File: src/hdl/gic_pkg.sv
// ----------------------------------------------------------------------------
// gic_pkg: shared types and constants of the gamepad input conditioner
// Command, error, motor and register codes, field widths and reset values.
// ----------------------------------------------------------------------------
package gic_pkg;

  // Field widths of the channels.
  localparam int CMD_W      = 2;
  localparam int PAD_W      = 2;
  localparam int ERR_W      = 2;
  localparam int BTN_W      = 16;
  localparam int STICK_W    = 8;
  localparam int TRIG_W     = 8;
  localparam int RUMBLE_W   = 15;
  localparam int DIR_W      = 4;
  localparam int MOTOR_W    = 2;
  localparam int REG_IDX_W  = 3;
  localparam int CFG_DATA_W = 9;
  localparam int ELAPSED_W  = 16;
  localparam int DIV_CNT_W  = 4;

  typedef enum logic [CMD_W-1:0] {
    CMD_SAMPLE      = 2'd0,
    CMD_RUMBLE_SET  = 2'd1,
    CMD_RUMBLE_STOP = 2'd2
  } gic_cmd_e;

  typedef enum logic [ERR_W-1:0] {
    ERR_NONE      = 2'd0,
    ERR_NO_CTRL   = 2'd1,
    ERR_NOT_READY = 2'd2,
    ERR_TRANSFER  = 2'd3
  } gic_err_e;

  typedef enum logic [MOTOR_W-1:0] {
    MOTOR_NONE  = 2'd0,
    MOTOR_START = 2'd1,
    MOTOR_STOP  = 2'd2
  } gic_motor_e;

  typedef enum logic [REG_IDX_W-1:0] {
    REG_BUTTON_DELAY    = 3'd0,
    REG_DIR_FIRST_DELAY = 3'd1,
    REG_DIR_INTERVAL    = 3'd2,
    REG_Y_THRESHOLD     = 3'd3,
    REG_X_THRESHOLD     = 3'd4,
    REG_DEAD_ZONE       = 3'd5,
    REG_TRIGGER_MASK    = 3'd6
  } gic_reg_e;

  typedef enum logic [1:0] {
    ST_IDLE,
    ST_CALC,
    ST_DIV,
    ST_FINISH
  } gic_state_e;

  // Digital trigger bits folded in from the analog levels.
  localparam logic [BTN_W-1:0] TRIG_L_BIT = 16'h0040;
  localparam logic [BTN_W-1:0] TRIG_R_BIT = 16'h0020;

  // Register reset values.
  localparam logic [7:0] RST_BUTTON_DELAY    = 8'd20;
  localparam logic [7:0] RST_DIR_FIRST_DELAY = 8'd20;
  localparam logic [7:0] RST_DIR_INTERVAL    = 8'd2;
  localparam logic [7:0] RST_Y_THRESHOLD     = 8'd20;
  localparam logic [7:0] RST_X_THRESHOLD     = 8'd30;
  localparam logic [8:0] RST_DEAD_ZONE       = 9'd20;
  localparam logic [7:0] RST_TRIGGER_MASK    = 8'hC0;

  // The remainder unit retires one dividend bit per cycle.
  localparam logic [DIV_CNT_W-1:0] DIV_LAST = DIV_CNT_W'(ELAPSED_W - 1);

endpackage

File: src/hdl/gic_cfg_if.sv
// ----------------------------------------------------------------------------
// gic_cfg_if: register write channel
// Carries a register index and write data under a valid/ready handshake.
// ----------------------------------------------------------------------------
interface gic_cfg_if import gic_pkg::*; ();
  logic                  valid;
  logic                  ready;
  logic [REG_IDX_W-1:0]  index;
  logic [CFG_DATA_W-1:0] data;

  modport source (output valid, output index, output data, input ready);
  modport sink   (input valid, input index, input data, output ready);
endinterface

File: src/hdl/gic_in_if.sv
// ----------------------------------------------------------------------------
// gic_in_if: input word channel
// One controller sample or rumble command per word, valid/ready handshake.
// ----------------------------------------------------------------------------
interface gic_in_if import gic_pkg::*; ();
  logic                       valid;
  logic                       ready;
  logic [CMD_W-1:0]           cmd;
  logic [PAD_W-1:0]           pad;
  logic [ERR_W-1:0]           error;
  logic [BTN_W-1:0]           buttons;
  logic signed [STICK_W-1:0]  stick_x;
  logic signed [STICK_W-1:0]  stick_y;
  logic [TRIG_W-1:0]          trigger_left;
  logic [TRIG_W-1:0]          trigger_right;
  logic [RUMBLE_W-1:0]        rumble_duration;
  logic [RUMBLE_W-1:0]        rumble_off_time;
  logic [RUMBLE_W-1:0]        rumble_on_time;

  modport source (
    output valid, output cmd, output pad, output error, output buttons,
    output stick_x, output stick_y, output trigger_left, output trigger_right,
    output rumble_duration, output rumble_off_time, output rumble_on_time,
    input ready
  );
  modport sink (
    input valid, input cmd, input pad, input error, input buttons,
    input stick_x, input stick_y, input trigger_left, input trigger_right,
    input rumble_duration, input rumble_off_time, input rumble_on_time,
    output ready
  );
endinterface

File: src/hdl/gic_out_if.sv
// ----------------------------------------------------------------------------
// gic_out_if: result word channel
// Qualified buttons, direction and motor commands for one pad per word.
// ----------------------------------------------------------------------------
interface gic_out_if import gic_pkg::*; ();
  logic               valid;
  logic               ready;
  logic [PAD_W-1:0]   pad_out;
  logic [ERR_W-1:0]   error_out;
  logic [BTN_W-1:0]   held_buttons;
  logic [BTN_W-1:0]   pressed_buttons;
  logic [BTN_W-1:0]   repeat_buttons;
  logic [DIR_W-1:0]   direction;
  logic [DIR_W-1:0]   direction_repeat;
  logic [MOTOR_W-1:0] motor_cmd;
  logic               motor_hard_stop;
  logic               reset_request;

  modport source (
    output valid, output pad_out, output error_out, output held_buttons,
    output pressed_buttons, output repeat_buttons, output direction,
    output direction_repeat, output motor_cmd, output motor_hard_stop,
    output reset_request, input ready
  );
  modport sink (
    input valid, input pad_out, input error_out, input held_buttons,
    input pressed_buttons, input repeat_buttons, input direction,
    input direction_repeat, input motor_cmd, input motor_hard_stop,
    input reset_request, output ready
  );
endinterface

File: src/hdl/gamepad_input_conditioner_core.sv
// A result word passes CALC and FINISH after its input word is accepted, and DIV
// between them for a good sample of an error-free pad whose rumble pattern runs
// with a nonzero period; no new word is taken before it leaves FINISH. The phase
// comes from a restoring remainder unit that retires one dividend bit per cycle.
// Reset: registers return to their defaults and all pad state clears at once
// (stored error "not ready"); there is no clearing pass.
// ----------------------------------------------------------------------------
// gamepad_input_conditioner_core: per-pad controller qualifier
// Button auto-repeat, stick direction qualification and rumble pattern timing
// for up to PAD_COUNT pads, one word at a time under a small sequencer.
// ----------------------------------------------------------------------------
module gamepad_input_conditioner_core import gic_pkg::*; #(
  parameter int PAD_COUNT = 4
) (
  input  logic      clk_i,
  input  logic      rst_ni,
  gic_cfg_if.sink   cfg_i,
  gic_in_if.sink    in_i,
  gic_out_if.source res_o
);

  // Pad state is indexed with just the bits the pad count needs.
  localparam int IDX_W = (PAD_COUNT > 1) ? $clog2(PAD_COUNT) : 1;
  localparam int EXT_W = (IDX_W > PAD_W) ? IDX_W : PAD_W;

  // --------------------------------------------------------------------------
  // Configuration registers. Writes are taken in any cycle; the user only
  // writes while the block is idle.
  // --------------------------------------------------------------------------
  logic [7:0] btn_delay_q;
  logic [7:0] dir_first_q;
  logic [7:0] dir_interval_q;
  logic [7:0] y_thr_q;
  logic [7:0] x_thr_q;
  logic [8:0] dead_zone_q;
  logic [7:0] trig_mask_q;

  assign cfg_i.ready = 1'b1;

  always_ff @(posedge clk_i or negedge rst_ni) begin
    if (!rst_ni) begin
      btn_delay_q    <= RST_BUTTON_DELAY;
      dir_first_q    <= RST_DIR_FIRST_DELAY;
      dir_interval_q <= RST_DIR_INTERVAL;
      y_thr_q        <= RST_Y_THRESHOLD;
      x_thr_q        <= RST_X_THRESHOLD;
      dead_zone_q    <= RST_DEAD_ZONE;
      trig_mask_q    <= RST_TRIGGER_MASK;
    end else if (cfg_i.valid) begin
      case (cfg_i.index)
        REG_BUTTON_DELAY:    btn_delay_q    <= cfg_i.data[7:0];
        REG_DIR_FIRST_DELAY: dir_first_q    <= cfg_i.data[7:0];
        REG_DIR_INTERVAL:    dir_interval_q <= cfg_i.data[7:0];
        REG_Y_THRESHOLD:     y_thr_q        <= cfg_i.data[7:0];
        REG_X_THRESHOLD:     x_thr_q        <= cfg_i.data[7:0];
        REG_DEAD_ZONE:       dead_zone_q    <= cfg_i.data;
        REG_TRIGGER_MASK:    trig_mask_q    <= cfg_i.data[7:0];
        default: ;
      endcase
    end
  end

  // --------------------------------------------------------------------------
  // Sequencer. IDLE takes a word, CALC reads the pad state and primes the
  // remainder unit, DIV runs it, FINISH commits state and loads the result
  // register once that register is free.
  // --------------------------------------------------------------------------
  gic_state_e state_q, state_d;
  logic       in_fire;
  logic       div_step;
  logic       finish;
  logic       need_div;
  logic       res_valid_q;
  logic [DIV_CNT_W-1:0] div_cnt_q;

  assign in_i.ready = (state_q == ST_IDLE);
  assign in_fire    = in_i.valid && in_i.ready;

  always_ff @(posedge clk_i or negedge rst_ni) begin
    if (!rst_ni) begin
      state_q <= ST_IDLE;
    end else begin
      state_q <= state_d;
    end
  end

  always_comb begin
    state_d  = state_q;
    div_step = 1'b0;
    finish   = 1'b0;
    case (state_q)
      ST_IDLE: begin
        if (in_fire) state_d = ST_CALC;
      end
      ST_CALC: begin
        state_d = need_div ? ST_DIV : ST_FINISH;
      end
      ST_DIV: begin
        div_step = 1'b1;
        if (div_cnt_q == DIV_LAST) state_d = ST_FINISH;
      end
      ST_FINISH: begin
        if (!res_valid_q || res_o.ready) begin
          finish  = 1'b1;
          state_d = ST_IDLE;
        end
      end
      default: state_d = ST_IDLE;
    endcase
  end

  // --------------------------------------------------------------------------
  // Captured input word.
  // --------------------------------------------------------------------------
  logic [CMD_W-1:0]          cmd_q;
  logic [PAD_W-1:0]          pad_q;
  logic [ERR_W-1:0]          err_q;
  logic [BTN_W-1:0]          btn_q;
  logic signed [STICK_W-1:0] sx_q;
  logic signed [STICK_W-1:0] sy_q;
  logic [TRIG_W-1:0]         tl_q;
  logic [TRIG_W-1:0]         tr_q;
  logic [RUMBLE_W-1:0]       dur_q;
  logic [RUMBLE_W-1:0]       off_q;
  logic [RUMBLE_W-1:0]       on_q;

  always_ff @(posedge clk_i) begin
    if (in_fire) begin
      cmd_q <= in_i.cmd;
      pad_q <= in_i.pad;
      err_q <= in_i.error;
      btn_q <= in_i.buttons;
      sx_q  <= in_i.stick_x;
      sy_q  <= in_i.stick_y;
      tl_q  <= in_i.trigger_left;
      tr_q  <= in_i.trigger_right;
      dur_q <= in_i.rumble_duration;
      off_q <= in_i.rumble_off_time;
      on_q  <= in_i.rumble_on_time;
    end
  end

  // Words for a pad beyond the pad count touch no state.
  logic             pad_ok;
  logic [EXT_W-1:0] pad_ext;
  logic [IDX_W-1:0] idx;

  assign pad_ok  = ({30'd0, pad_q} < 32'(PAD_COUNT));
  assign pad_ext = EXT_W'(pad_q);
  assign idx     = pad_ext[IDX_W-1:0];

  // --------------------------------------------------------------------------
  // Per-pad state. Each field is read at the current pad only, and all of
  // them are rewritten together when a word finishes.
  // --------------------------------------------------------------------------
  logic [BTN_W-1:0]     prev_q  [PAD_COUNT];
  logic [7:0]           cnt_q   [PAD_COUNT];
  logic [7:0]           cd_q    [PAD_COUNT];
  logic [DIR_W-1:0]     lrd_q   [PAD_COUNT];
  logic [ERR_W-1:0]     le_q    [PAD_COUNT];
  logic [RUMBLE_W-1:0]  len_q   [PAD_COUNT];
  logic [RUMBLE_W-1:0]  stop_q  [PAD_COUNT];
  logic [RUMBLE_W-1:0]  run_q   [PAD_COUNT];
  logic [ELAPSED_W-1:0] el_q    [PAD_COUNT];

  logic [BTN_W-1:0]     cur_prev, prev_d;
  logic [7:0]           cur_cnt, cnt_d;
  logic [7:0]           cur_cd, cd_d;
  logic [DIR_W-1:0]     cur_lrd, lrd_d;
  logic [ERR_W-1:0]     cur_le, le_d;
  logic [RUMBLE_W-1:0]  cur_len, len_d;
  logic [RUMBLE_W-1:0]  cur_stop, stop_d;
  logic [RUMBLE_W-1:0]  cur_run, run_d;
  logic [ELAPSED_W-1:0] cur_el, el_d;

  assign cur_prev = prev_q[idx];
  assign cur_cnt  = cnt_q[idx];
  assign cur_cd   = cd_q[idx];
  assign cur_lrd  = lrd_q[idx];
  assign cur_le   = le_q[idx];
  assign cur_len  = len_q[idx];
  assign cur_stop = stop_q[idx];
  assign cur_run  = run_q[idx];
  assign cur_el   = el_q[idx];

  always_ff @(posedge clk_i or negedge rst_ni) begin
    if (!rst_ni) begin
      for (int i = 0; i < PAD_COUNT; i++) begin
        prev_q[i] <= '0;
        cnt_q[i]  <= '0;
        cd_q[i]   <= '0;
        lrd_q[i]  <= '0;
        le_q[i]   <= ERR_NOT_READY;
        len_q[i]  <= '0;
        stop_q[i] <= '0;
        run_q[i]  <= '0;
        el_q[i]   <= '0;
      end
    end else if (finish && pad_ok) begin
      prev_q[idx] <= prev_d;
      cnt_q[idx]  <= cnt_d;
      cd_q[idx]   <= cd_d;
      lrd_q[idx]  <= lrd_d;
      le_q[idx]   <= le_d;
      len_q[idx]  <= len_d;
      stop_q[idx] <= stop_d;
      run_q[idx]  <= run_d;
      el_q[idx]   <= el_d;
    end
  end

  // --------------------------------------------------------------------------
  // Remainder unit: phase = elapsed mod (off time + on time), restoring form,
  // one dividend bit per cycle. A zero period leaves the remainder at zero.
  // --------------------------------------------------------------------------
  logic [ELAPSED_W-1:0] period;
  logic [ELAPSED_W-1:0] rem_q;
  logic [ELAPSED_W-1:0] dvd_q;
  logic [ELAPSED_W-1:0] div_q;
  logic [ELAPSED_W:0]   rem_sh;

  assign period = {1'b0, cur_stop} + {1'b0, cur_run};
  assign rem_sh = {rem_q, dvd_q[ELAPSED_W-1]};

  // The phase matters only for a good sample of a pad with a live pattern
  // that is not being recovered from an error.
  assign need_div = (cmd_q == CMD_SAMPLE) && (err_q == ERR_NONE) && pad_ok &&
                    (cur_le == ERR_NONE) && (cur_len != '0) && (period != '0);

  always_ff @(posedge clk_i or negedge rst_ni) begin
    if (!rst_ni) begin
      div_cnt_q <= '0;
    end else if (state_q == ST_CALC) begin
      div_cnt_q <= '0;
    end else if (div_step) begin
      div_cnt_q <= div_cnt_q + 1'b1;
    end
  end

  always_ff @(posedge clk_i) begin
    if (state_q == ST_CALC) begin
      rem_q <= '0;
      dvd_q <= cur_el;
      div_q <= period;
    end else if (div_step) begin
      dvd_q <= {dvd_q[ELAPSED_W-2:0], 1'b0};
      if (rem_sh >= {1'b0, div_q}) begin
        rem_q <= ELAPSED_W'(rem_sh - {1'b0, div_q});
      end else begin
        rem_q <= rem_sh[ELAPSED_W-1:0];
      end
    end
  end

  // --------------------------------------------------------------------------
  // Qualification logic, evaluated in FINISH from the captured word, the
  // pad state and the phase.
  // --------------------------------------------------------------------------
  logic [BTN_W-1:0]     held_w;
  logic [8:0]           ax, ay, sum_w;
  logic                 dead;
  logic [DIR_W-1:0]     dir_w;
  logic [ELAPSED_W-1:0] el_inc;

  logic [BTN_W-1:0]     o_held, o_pressed, o_rep;
  logic [DIR_W-1:0]     o_dir, o_drep;
  logic [MOTOR_W-1:0]   o_mcmd;
  logic                 o_hard, o_rreq;
  logic [RUMBLE_W-1:0]  len_w;
  logic [DIR_W-1:0]     lrd_w;

  assign held_w = btn_q |
                  ((|(tl_q & trig_mask_q)) ? TRIG_L_BIT : '0) |
                  ((|(tr_q & trig_mask_q)) ? TRIG_R_BIT : '0);

  // Magnitudes run to 128 for the most negative deflection.
  assign ax    = sx_q[7] ? 9'(9'd256 - {1'b0, sx_q}) : {1'b0, sx_q};
  assign ay    = sy_q[7] ? 9'(9'd256 - {1'b0, sy_q}) : {1'b0, sy_q};
  assign sum_w = 9'(ax + ay);
  assign dead  = (sum_w < dead_zone_q);

  // Up/down from the vertical axis (positive is up), left/right from the
  // horizontal axis.
  assign dir_w = {(ay > {1'b0, y_thr_q}) && !sy_q[7],
                  (ay > {1'b0, y_thr_q}) &&  sy_q[7],
                  (ax > {1'b0, x_thr_q}) && !sx_q[7],
                  (ax > {1'b0, x_thr_q}) &&  sx_q[7]};

  assign el_inc = cur_el + 1'b1;

  always_comb begin
    prev_d    = cur_prev;
    cnt_d     = cur_cnt;
    cd_d      = cur_cd;
    lrd_d     = cur_lrd;
    le_d      = cur_le;
    len_d     = cur_len;
    stop_d    = cur_stop;
    run_d     = cur_run;
    el_d      = cur_el;
    o_held    = '0;
    o_pressed = '0;
    o_rep     = '0;
    o_dir     = '0;
    o_drep    = '0;
    o_mcmd    = MOTOR_NONE;
    o_hard    = 1'b0;
    o_rreq    = 1'b0;
    len_w     = cur_len;
    lrd_w     = cur_lrd;
    case (cmd_q)
      CMD_SAMPLE: begin
        if (err_q != ERR_NONE) begin
          // A failed sample drops the held buttons; counters and the
          // pattern survive until the pad recovers.
          le_d   = err_q;
          prev_d = '0;
          o_rreq = (err_q == ERR_NO_CTRL);
        end else begin
          // Recovery from a stored error stops the motor and ends the pattern.
          if (cur_le != ERR_NONE) begin
            o_hard = 1'b1;
            len_w  = '0;
          end

          // Button auto-repeat: a press reports at once, a held set repeats
          // after the delay; the hold counter saturates.
          o_held = held_w;
          if ((held_w != '0) && (cur_prev == held_w)) begin
            if (cur_cnt > btn_delay_q) begin
              o_rep = held_w;
            end else if (cur_cnt != 8'hFF) begin
              cnt_d = cur_cnt + 1'b1;
            end
          end else begin
            cnt_d = '0;
            o_rep = held_w;
          end

          // Stick direction repeat with the dead zone clearing the memory.
          o_dir = dir_w;
          if (dead) lrd_w = '0;
          if (cur_cd != '0) begin
            cd_d = dead ? 8'd0 : 8'(cur_cd - 8'd1);
          end else begin
            o_drep = dir_w;
            if (dir_w != '0) begin
              cd_d  = (lrd_w == dir_w) ? dir_interval_q : dir_first_q;
              lrd_w = dir_w;
            end
          end
          lrd_d = lrd_w;

          o_pressed = held_w & ~cur_prev;
          prev_d    = held_w;
          le_d      = ERR_NONE;

          // Rumble pattern: start at phase zero, stop at the off phase, and
          // a hard stop once the elapsed count runs past the length.
          if (len_w != '0) begin
            if (rem_q == '0) begin
              o_mcmd = MOTOR_START;
            end else if (rem_q == {1'b0, cur_stop}) begin
              o_mcmd = MOTOR_STOP;
            end
            el_d = el_inc;
            if (el_inc > {1'b0, len_w}) begin
              o_hard = 1'b1;
              len_w  = '0;
            end
          end
          len_d = len_w;
        end
      end
      CMD_RUMBLE_SET: begin
        if (cur_le == ERR_NONE) begin
          len_d  = dur_q;
          stop_d = off_q;
          run_d  = on_q;
          el_d   = '0;
        end
      end
      CMD_RUMBLE_STOP: begin
        if (cur_le == ERR_NONE) begin
          len_d  = '0;
          o_hard = 1'b1;
        end
      end
      default: ;
    endcase
  end

  // --------------------------------------------------------------------------
  // Result register. It holds a finished word until taken, while the input
  // side already takes the next word.
  // --------------------------------------------------------------------------
  logic [PAD_W-1:0]   res_pad_q;
  logic [ERR_W-1:0]   res_err_q;
  logic [BTN_W-1:0]   res_held_q, res_pressed_q, res_rep_q;
  logic [DIR_W-1:0]   res_dir_q, res_drep_q;
  logic [MOTOR_W-1:0] res_mcmd_q;
  logic               res_hard_q, res_rreq_q;

  always_ff @(posedge clk_i or negedge rst_ni) begin
    if (!rst_ni) begin
      res_valid_q <= 1'b0;
    end else if (finish) begin
      res_valid_q <= 1'b1;
    end else if (res_o.ready) begin
      res_valid_q <= 1'b0;
    end
  end

  always_ff @(posedge clk_i) begin
    if (finish) begin
      res_pad_q     <= pad_q;
      res_err_q     <= pad_ok ? le_d : '0;
      res_held_q    <= pad_ok ? o_held : '0;
      res_pressed_q <= pad_ok ? o_pressed : '0;
      res_rep_q     <= pad_ok ? o_rep : '0;
      res_dir_q     <= pad_ok ? o_dir : '0;
      res_drep_q    <= pad_ok ? o_drep : '0;
      res_mcmd_q    <= pad_ok ? o_mcmd : MOTOR_NONE;
      res_hard_q    <= pad_ok && o_hard;
      res_rreq_q    <= pad_ok && o_rreq;
    end
  end

  assign res_o.valid            = res_valid_q;
  assign res_o.pad_out          = res_pad_q;
  assign res_o.error_out        = res_err_q;
  assign res_o.held_buttons     = res_held_q;
  assign res_o.pressed_buttons  = res_pressed_q;
  assign res_o.repeat_buttons   = res_rep_q;
  assign res_o.direction        = res_dir_q;
  assign res_o.direction_repeat = res_drep_q;
  assign res_o.motor_cmd        = res_mcmd_q;
  assign res_o.motor_hard_stop  = res_hard_q;
  assign res_o.reset_request    = res_rreq_q;

`ifndef SYNTHESIS
  // Only one word is in work at a time.
  a_one_in_flight: assert property (@(posedge clk_i) disable iff (!rst_ni)
    in_fire |=> !in_i.ready)
    else $error("input accepted while a word is still in work");

  // A pending result is never overwritten.
  a_no_overwrite: assert property (@(posedge clk_i) disable iff (!rst_ni)
    (state_q == ST_FINISH && res_valid_q && !res_o.ready) |=> state_q == ST_FINISH)
    else $error("result register overwritten before it was taken");

  // The partial remainder stays below the divisor throughout the division.
  a_rem_bound: assert property (@(posedge clk_i) disable iff (!rst_ni)
    state_q == ST_DIV |-> rem_q < div_q)
    else $error("remainder unit out of range");

  // The division runs exactly one step per dividend bit.
  a_div_len: assert property (@(posedge clk_i) disable iff (!rst_ni)
    (state_q == ST_DIV && div_cnt_q == DIV_LAST) |=> state_q == ST_FINISH)
    else $error("remainder unit did not finish on its last step");
`endif

endmodule

File: src/flat_wrapper.sv
// flat-port wrapper written by rule: the top's interface ports become plain ports
module gamepad_input_conditioner_core_flat import gic_pkg::*;
#(
  parameter int PAD_COUNT = 4
)
  (clk_i, rst_ni, cfg_i_valid, cfg_i_index, cfg_i_data, cfg_i_ready, in_i_valid, in_i_cmd, in_i_pad, in_i_error, in_i_buttons, in_i_stick_x, in_i_stick_y, in_i_trigger_left, in_i_trigger_right, in_i_rumble_duration, in_i_rumble_off_time, in_i_rumble_on_time, in_i_ready, res_o_valid, res_o_pad_out, res_o_error_out, res_o_held_buttons, res_o_pressed_buttons, res_o_repeat_buttons, res_o_direction, res_o_direction_repeat, res_o_motor_cmd, res_o_motor_hard_stop, res_o_reset_request, res_o_ready);
  gic_cfg_if cfg_i_i ();
  gic_in_if in_i_i ();
  gic_out_if res_o_i ();
  input  logic clk_i;
  input  logic rst_ni;
  input wire logic [$bits(cfg_i_i.valid)-1:0] cfg_i_valid;
  input wire logic [$bits(cfg_i_i.index)-1:0] cfg_i_index;
  input wire logic [$bits(cfg_i_i.data)-1:0] cfg_i_data;
  output wire logic [$bits(cfg_i_i.ready)-1:0] cfg_i_ready;
  input wire logic [$bits(in_i_i.valid)-1:0] in_i_valid;
  input wire logic [$bits(in_i_i.cmd)-1:0] in_i_cmd;
  input wire logic [$bits(in_i_i.pad)-1:0] in_i_pad;
  input wire logic [$bits(in_i_i.error)-1:0] in_i_error;
  input wire logic [$bits(in_i_i.buttons)-1:0] in_i_buttons;
  input wire logic [$bits(in_i_i.stick_x)-1:0] in_i_stick_x;
  input wire logic [$bits(in_i_i.stick_y)-1:0] in_i_stick_y;
  input wire logic [$bits(in_i_i.trigger_left)-1:0] in_i_trigger_left;
  input wire logic [$bits(in_i_i.trigger_right)-1:0] in_i_trigger_right;
  input wire logic [$bits(in_i_i.rumble_duration)-1:0] in_i_rumble_duration;
  input wire logic [$bits(in_i_i.rumble_off_time)-1:0] in_i_rumble_off_time;
  input wire logic [$bits(in_i_i.rumble_on_time)-1:0] in_i_rumble_on_time;
  output wire logic [$bits(in_i_i.ready)-1:0] in_i_ready;
  output wire logic [$bits(res_o_i.valid)-1:0] res_o_valid;
  output wire logic [$bits(res_o_i.pad_out)-1:0] res_o_pad_out;
  output wire logic [$bits(res_o_i.error_out)-1:0] res_o_error_out;
  output wire logic [$bits(res_o_i.held_buttons)-1:0] res_o_held_buttons;
  output wire logic [$bits(res_o_i.pressed_buttons)-1:0] res_o_pressed_buttons;
  output wire logic [$bits(res_o_i.repeat_buttons)-1:0] res_o_repeat_buttons;
  output wire logic [$bits(res_o_i.direction)-1:0] res_o_direction;
  output wire logic [$bits(res_o_i.direction_repeat)-1:0] res_o_direction_repeat;
  output wire logic [$bits(res_o_i.motor_cmd)-1:0] res_o_motor_cmd;
  output wire logic [$bits(res_o_i.motor_hard_stop)-1:0] res_o_motor_hard_stop;
  output wire logic [$bits(res_o_i.reset_request)-1:0] res_o_reset_request;
  input wire logic [$bits(res_o_i.ready)-1:0] res_o_ready;
  assign cfg_i_i.valid = cfg_i_valid;
  assign cfg_i_i.index = cfg_i_index;
  assign cfg_i_i.data = cfg_i_data;
  assign cfg_i_ready = cfg_i_i.ready;
  assign in_i_i.valid = in_i_valid;
  assign in_i_i.cmd = in_i_cmd;
  assign in_i_i.pad = in_i_pad;
  assign in_i_i.error = in_i_error;
  assign in_i_i.buttons = in_i_buttons;
  assign in_i_i.stick_x = in_i_stick_x;
  assign in_i_i.stick_y = in_i_stick_y;
  assign in_i_i.trigger_left = in_i_trigger_left;
  assign in_i_i.trigger_right = in_i_trigger_right;
  assign in_i_i.rumble_duration = in_i_rumble_duration;
  assign in_i_i.rumble_off_time = in_i_rumble_off_time;
  assign in_i_i.rumble_on_time = in_i_rumble_on_time;
  assign in_i_ready = in_i_i.ready;
  assign res_o_valid = res_o_i.valid;
  assign res_o_pad_out = res_o_i.pad_out;
  assign res_o_error_out = res_o_i.error_out;
  assign res_o_held_buttons = res_o_i.held_buttons;
  assign res_o_pressed_buttons = res_o_i.pressed_buttons;
  assign res_o_repeat_buttons = res_o_i.repeat_buttons;
  assign res_o_direction = res_o_i.direction;
  assign res_o_direction_repeat = res_o_i.direction_repeat;
  assign res_o_motor_cmd = res_o_i.motor_cmd;
  assign res_o_motor_hard_stop = res_o_i.motor_hard_stop;
  assign res_o_reset_request = res_o_i.reset_request;
  assign res_o_i.ready = res_o_ready;
  gamepad_input_conditioner_core #(.PAD_COUNT(PAD_COUNT)) u_core (.clk_i(clk_i), .rst_ni(rst_ni), .cfg_i(cfg_i_i), .in_i(in_i_i), .res_o(res_o_i));
endmodule
File: config.mk
export PLATFORM = sky130hd
export DESIGN_NAME = gamepad_input_conditioner_core_flat
export DESIGN_NICKNAME = d
export VERILOG_FILES = /design/src/hdl/gic_pkg.sv /design/src/hdl/gic_cfg_if.sv /design/src/hdl/gic_in_if.sv /design/src/hdl/gic_out_if.sv /design/src/hdl/gamepad_input_conditioner_core.sv /design/src/flat_wrapper.sv
export SDC_FILE = /design/constraint.sdc
export NUM_CORES = 1
export LEC_CHECK = 0
export ABC_AREA = 1
export BUFFER_PORTS_ARGS = -buffer_cell sky130_fd_sc_hd__buf_2
export CAP_MARGIN = 20
export CORE_MARGIN = 2
export CORE_UTILIZATION = 40
export CTS_CLUSTER_SIZE = 40
export DETAILED_ROUTE_END_ITERATION = 10
export PLACE_DENSITY = 0.64
export SETUP_SLACK_MARGIN = 0.1
export SLEW_MARGIN = 10
export SYNTH_ARGS = -nofsm -noshare
export SYNTH_HDL_FRONTEND = slang
export SYNTH_SLANG_ARGS = --single-unit
export TNS_END_PERCENT = 20
File: constraint.sdc
create_clock -name clk_i -period 4.15 [get_ports clk_i]
set_input_delay 0 -clock clk_i [delete_from_list [all_inputs] [get_ports clk_i]]
set_output_delay 0 -clock clk_i [all_outputs]
set_load 0.005 [all_outputs]
======== Yosys cells after proc, flatten, opt, wreduce, memory -nomap -nowiden ========
Index checks and enable logic that the tools add are counted.
cells by class
  add/sub/neg operators ................... 9
  $lt $le $gt $ge ......................... 8
  equality and inequality tests ........... 20
  mux-type cells .......................... 114
  bitwise logic cells ..................... 9
  reductions and logical operators ........ 46
operators by type and width
  cell                                                                number
  15-bit two-way mux                                                  19
  16-bit two-way mux                                                  15
  60-bit bitwise mux                                                  3
  64-bit bitwise mux                                                  2
  8-bit two-way mux                                                   16
  15-bit binary-select mux with 2-bit select                          3
  16-bit binary-select mux with 2-bit select                          2
  32-bit bitwise mux                                                  2
  4-bit two-way mux                                                   12
  15-bit one-hot mux with 3 select lines                              1
  8-bit binary-select mux with 2-bit select                           2
  16-bit demux with 2-bit select                                      1
  16-bit OR                                                           2
  16-bit one-hot mux with 2 select lines                              1
  16-bit nonzero test                                                 2
  15-bit demux with 2-bit select                                      1
  15-bit nonzero test                                                 2
  9-bit by 8-bit > comparator with 1-bit output                       2
  2-bit two-way mux                                                   9
  9-bit two-way mux                                                   2
  9-bit by 8-bit subtractor with 9-bit output (first input constant)  2
  17-bit by 16-bit >= comparator with 1-bit output                    1
  15-bit by 15-bit adder with 16-bit output                           1
  16-bit by 1-bit adder with 16-bit output (second input constant)    1
  other kinds (54)                                                    102
word-level totals
  bits in registers ....................... 671
  input port bits ......................... 116
  output and inout bits ................... 67
  logic and storage cells ................. 277

======== Depth between registers and ports, before layout ========
  word-level depth ........................ 14
  mapped depth ............................ 31
  mapped depth without buffers ............ 31

======== Worst setup path after synthesis ========
No wires, ideal clock.
  kind .................................... reg-to-reg
  start ................................... register u_core.sy_q[0]
  end ..................................... register u_core.cd_q[15] in the netlist's numbering
  library setup time ...................... 0.118 ns
  arrival time ............................ 3.998 ns
  required time ........................... 4.032 ns
  slack ................................... 0.034 ns
  stages on the path, launching flop included .. 29
  buffers on the path ..................... 0
  clock period less this slack ............ 4.116 ns
  cells stage by stage .................... edfxtp_1 -> inv_1 -> ha_1 -> nand2_1 -> o21ai_0 -> fa_1 -> a21o_1 -> a21oi_1 -> nor2_1 -> o21ai_0 -> nand2_1 -> a21oi_1 -> o21bai_1 -> ha_1 -> nand2_1 -> nor2_1 -> o211ai_1 -> nand3_1 -> nand2_1 -> inv_1 -> nand2_1 -> nand2_1 -> nand3_1 -> nor2_2 -> nand2_1 -> nand3_1 -> nand3_1 -> nand3_1 -> nand2_1
between the ends
  cells in the longest elaborated chain, start to end .. 14
  elaborated cells on any way between the ends .. 19
  classes of those cells .................. add/sub: 2; order compare: 2; eq/ne: 1; mux: 11; reduce/logical: 3
ends and longest elaborated chain
  element                                      line                                   text
  start: declaration                           gamepad_input_conditioner_core.sv:120  logic signed [STICK_W-1:0] sy_q;
  start signal: assignment                     gamepad_input_conditioner_core.sv:134  sy_q <= in_i.stick_y;
  9-bit by 8-bit subtractor with 9-bit output  gamepad_input_conditioner_core.sv:278  assign ay = sy_q[7] ? 9'(9'd256 - {1'b0, sy_q}) : {1'b0, sy_q};
  9-bit two-way mux *                          gamepad_input_conditioner_core.sv:278
  9-bit adder                                  gamepad_input_conditioner_core.sv:279  assign sum_w = 9'(ax + ay);
  9-bit less-than comparator                   gamepad_input_conditioner_core.sv:280  assign dead = (sum_w < dead_zone_q);
  4-bit two-way mux                            gamepad_input_conditioner_core.sv:342  if (dead) lrd_w = '0;
  4-bit two-way mux                            gamepad_input_conditioner_core.sv:313  if (err_q != ERR_NONE) begin
  4-bit two-way mux                            gamepad_input_conditioner_core.sv:311  case (cmd_q)
  4-bit equality test                          gamepad_input_conditioner_core.sv:348  cd_d = (lrd_w == dir_w) ? dir_interval_q : dir_first_q;
  8-bit two-way mux                            gamepad_input_conditioner_core.sv:348
  8-bit two-way mux                            gamepad_input_conditioner_core.sv:347  if (dir_w != '0) begin
  8-bit two-way mux *                          gamepad_input_conditioner_core.sv:343  if (cur_cd != '0) begin
  8-bit two-way mux *                          gamepad_input_conditioner_core.sv:313
  8-bit two-way mux *                          gamepad_input_conditioner_core.sv:311
  32-bit bitwise mux *                         gamepad_input_conditioner_core.sv:202  cd_q[idx] <= cd_d;
  end signal: indexed assignment               gamepad_input_conditioner_core.sv:191  cd_q[i] <= '0;
  end signal: indexed assignment               gamepad_input_conditioner_core.sv:202
  end: declaration                             gamepad_input_conditioner_core.sv:158  logic [7:0] cd_q [PAD_COUNT];
Every way passes the cells marked *; elsewhere a longest branch is shown, timed or not. The select of a mux whose other input is x is not followed.
A chain may end at the register's enable or synchronous reset.

======== Worst setup path in the final report ========
  start ................................... register u_core.sx_q[2]
  end ..................................... register u_core.cd_q[12] in the netlist's numbering
between the ends
  cells in the longest elaborated chain, start to end .. 14
  elaborated cells on any way between the ends .. 19
  classes of those cells .................. add/sub: 2; order compare: 2; eq/ne: 1; mux: 11; reduce/logical: 3
ends and longest elaborated chain
  element                                      line                                   text
  start: declaration                           gamepad_input_conditioner_core.sv:119  logic signed [STICK_W-1:0] sx_q;
  start signal: assignment                     gamepad_input_conditioner_core.sv:133  sx_q <= in_i.stick_x;
  9-bit by 8-bit subtractor with 9-bit output  gamepad_input_conditioner_core.sv:277  assign ax = sx_q[7] ? 9'(9'd256 - {1'b0, sx_q}) : {1'b0, sx_q};
  9-bit two-way mux *                          gamepad_input_conditioner_core.sv:277
  9-bit adder                                  gamepad_input_conditioner_core.sv:279
  9-bit less-than comparator                   gamepad_input_conditioner_core.sv:280
  4-bit two-way mux                            gamepad_input_conditioner_core.sv:342
  4-bit two-way mux                            gamepad_input_conditioner_core.sv:313
  4-bit two-way mux                            gamepad_input_conditioner_core.sv:311
  4-bit equality test                          gamepad_input_conditioner_core.sv:348
  8-bit two-way mux                            gamepad_input_conditioner_core.sv:348
  8-bit two-way mux                            gamepad_input_conditioner_core.sv:347
  8-bit two-way mux *                          gamepad_input_conditioner_core.sv:343
  8-bit two-way mux *                          gamepad_input_conditioner_core.sv:313
  8-bit two-way mux *                          gamepad_input_conditioner_core.sv:311
  32-bit bitwise mux *                         gamepad_input_conditioner_core.sv:202
Marks and branches as above.

==> results.ini <==
[logic_synthesis]
synth_area_um2=33300
synth_xor_area_share_pct=1.58
synth_top_area_cell=dfrtp_1
yosys_warnings=0
postSynth.asyncResetShare_pct=68.6
syn_nets=4083
muxShareOfSynthArea_pct=0
synth_compound_area_share_pct=12.8
ys_types=62
syn-instance-count=3853
synth_ff_type=dfrtp_1
synth_adder_area_share_pct=4.35
synth_area_per_cell_um2=8.65
synth_edf_count=195
yosysSeqAreaShare_pct=53.2
synth_area_leaders=dfrtp_1 33%, edfxtp_1 18%, nand2_1 14%, o21ai_0 4.7%, inv_1 4.3%
yosys.area.top_type_share_pct=33.1
synth_top_family_by_area=simple AND/OR/NAND/NOR gates
synth_simple_gate_area_share_pct=21.3
ys_ff_latch=671

[detailed_routing]
viasPerCell=5.19
drtPass1Iterations=6
detail_route.iter0.violations=2323
final_antenna_net_count=0
drc=0
routedWlPerCell_um=17.7
vias=28000
drt-total-wl_um=95400

[power]
power_density_nw_per_um2=697
power.share.switching_pct=38.4
p_clk_share_pct=23.7
p_int_uw=17600
switchingPower_uw=11000
peakVddDrop_mv=0.470
pwr-share-comb_pct=39.8
seq_power_share_pct=36.5
p_leak_uw=0.0198

[critical_path]
critPathBufInv=1
cp.required_ns=4.71
slowest_stage=edfxtp_1
cp.arrival_ns=4.75
cpPeakStageDelay_ns=0.49
worstSetupPathType=register to register
cp-end-kind=register
reg2reg_depth=26
r2r-end=u_core.cd_q[12]
timing.critical_path.mode_cell=nand2_1
rrSetupSlack_ns=-0.04
cp_top_family=simple AND/OR/NAND/NOR gates
r2r_start=u_core.sx_q[2]
cp_max_fo=7
startpoint_type=register

[run_status]
outcome=complete, but fails checks
violations=hold timing, setup timing

[cts]
htreeDepth=3
clkLatencyLatePin_ns=0.64
cts_tree=yes
cts_max_path_buffers=3
clkTransAtPathRegs_ns=0.06
cts-buffers-inserted=76
cts_sinks=671
root_buffer=clkbuf_16

[timing]
slew_headroom_pct=21.6
setup_viol=4
slew_viol_final=0
post-route-period-util_pct=101
hold_viol_final=10
postLayoutSetupSlackWorst_ns=-0.0380
finalSetupTns_ns=-0.134
fmax_mhz=239
hold_ws_ns=-0.0396
final.min_clock_period_ns=4.19
grt_setup_unrepaired=true
clock_skew_ns=0.0289
worst_pin_slew_ns=1.18

[layout]
antenna_cells=0
final_cell_mix=1257 x nand2_1, 441 x dfrtp_1, 370 x inv_1, 309 x o21ai_0, 195 x edfxtp_1
syn_to_final_growth_pct=22.9
finalNetCount=4479
stdcell_count=5382
utilization_pct=49.8
final_common_cell=nand2_1
drive_gt1_share_pct=16.6

[floorplanning]
rows=105
initial_core_util_pct=40.5
coreArea_um2=82200
die-width_um=293
dieArea_um2=85600
ios=183
die_y_um=293

[global_route]
grt_pass1_wl_um=149000
grt-ovfl-total=0
grt_max_degree=116
grt_pass1_vias=27200
grt_util_all_layers_pct=21.8
antenna_found_initial=0

[min_path]
hold_path.class=primary input to asynchronous set/reset pin

[placement]
routabilityCongestion=0.879
port_buffers=181
dp_cells=5080
dp_hpwl_um=60400

[job]
maxCapViolCount=0

-- synth_stat cells (10+ instances only) --
cell type / n
a21oi_1: 106
nor2_1: 153
a221oi_2: 15
nor3_1: 17
nand2_1: 1284
nand3_1: 153
ha_1: 111
buf_4: 11
a22o_1: 11
clkbuf_1: 121
dfrtp_1: 441
inv_1: 381
o21ai_1: 46
o21ai_0: 315
buf_1: 12
a221oi_1: 32
and2_1: 25
xor2_1: 45
nand4_1: 42
o21bai_1: 11
a22oi_1: 72
o22ai_1: 49
buf_2: 24
dfstp_2: 19
o21ai_2: 10
edfxtp_1: 195
nor4_1: 12
dfxtp_1: 16
nand3b_1: 11
xnor2_1: 15
inv_2: 17
-- timing repair --
item | 4_1_cts | 5_1_grt
buffers inserted | 7 | 37
setup endpoints to repair | 108 | 130
cloned | 0 | 2
endpoints found under the hold margin | 247 | 0
pin swaps | 19 | 79
gates resized for setup | 38 | 126
hold buffers | 115 | 0
-- stage by stage --
step	worst slack (ns)	total power [uW]	instance area [um^2]	hold WS, ns
CTS	0.0158	28000	40000	0.00151
finish	-0.0380	28600	40900	-0.0396
global route	-0.378	30500	40900	0.0423
detailed placement	-0.273	20900	36200	0.0962
floorplan	0.132	17300	33300	-0.296
global placement	-0.197	20700	36200	0.104
-- how the worst max path moves through the flow --
stage	start	endpoint	slack, ns	depth (start not counted)
floorplan	u_core.sy_q[0]	u_core.cd_q[15]	0.13	28
finish	u_core.sx_q[2]	u_core.cd_q[12]	-0.04	26
global route	u_core.sx_q[2]	u_core.cd_q[12]	-0.38	26
detailed placement	u_core.sy_q[1]	u_core.cd_q[15]	-0.27	28
global placement	u_core.sy_q[0]	u_core.cd_q[15]	-0.20	28
CTS	u_core.idx[0]	u_core.len_q[11]	0.02	28
-- power groups by stage --
stage          Combinational, uW  Clock (uW)  Sequential [uW]
2_1_floorplan               7070           0            10200
3_3_place_gp               10300           0            10400
3_5_place_dp               10400           0            10500
4_1_cts                    10700        6890            10400
5_1_grt                    12700        7150            10700
6_report                   11400        6770            10400
-- worst register-to-register path, delay by kind of cell (launching register included) --
family	cells	cell delay [ns]
xor gates and xnor gates	1	0.22
buffers and inverters	1	0.11
DFF	1	0.49
adders and majority gates	2	0.62
and+or+nand+nor	17	1.94
AOI/OAI and AO/OA	5	0.72
-- flip-flops by register name, indices dropped and copies added, names as in the netlist, 32 cells and up --
name,count
u_core.cd_q,32
u_core.cnt_q,32
u_core.el_q,64
u_core.len_q,60
u_core.prev_q,64
u_core.run_q,60
u_core.stop_q,60
-- per-layer routing --
metal | track usage [%] | part of all wire (%) | up-vias | wire [um]
met5 | 0 | 0 | - | 0
met4 | 7.50 | 2.7 | 0 | 2610
met3 | 2.96 | 5.3 | 157 | 5100
met2 | 36.5 | 49 | 792 | 46600
met1 | 28.9 | 43 | 13500 | 41200
li1 | - | - | 13500 | -
-- logic make-up after synthesis --
logic type,count (synthesis)
and+or+nand+nor,1729
AOI/OAI and AO/OA,703
DFF,671
buffers and inverters,575
adders and majority gates,114
xor gates and xnor gates,60
other,1
-- area by class of cell --
class / instances / area, um^2
Clock buffer: 110 / 2210
Tap cell: 1070 / 1340
Clock inverter: 31 / 284
Fill cell: 7567 / 41300
Sequential cell: 671 / 17700
Multi-Input combinational cell: 2607 / 14000
Timing Repair Buffer: 492 / 3840
Inverter: 401 / 1520
(Power assumes the default switching activity.)
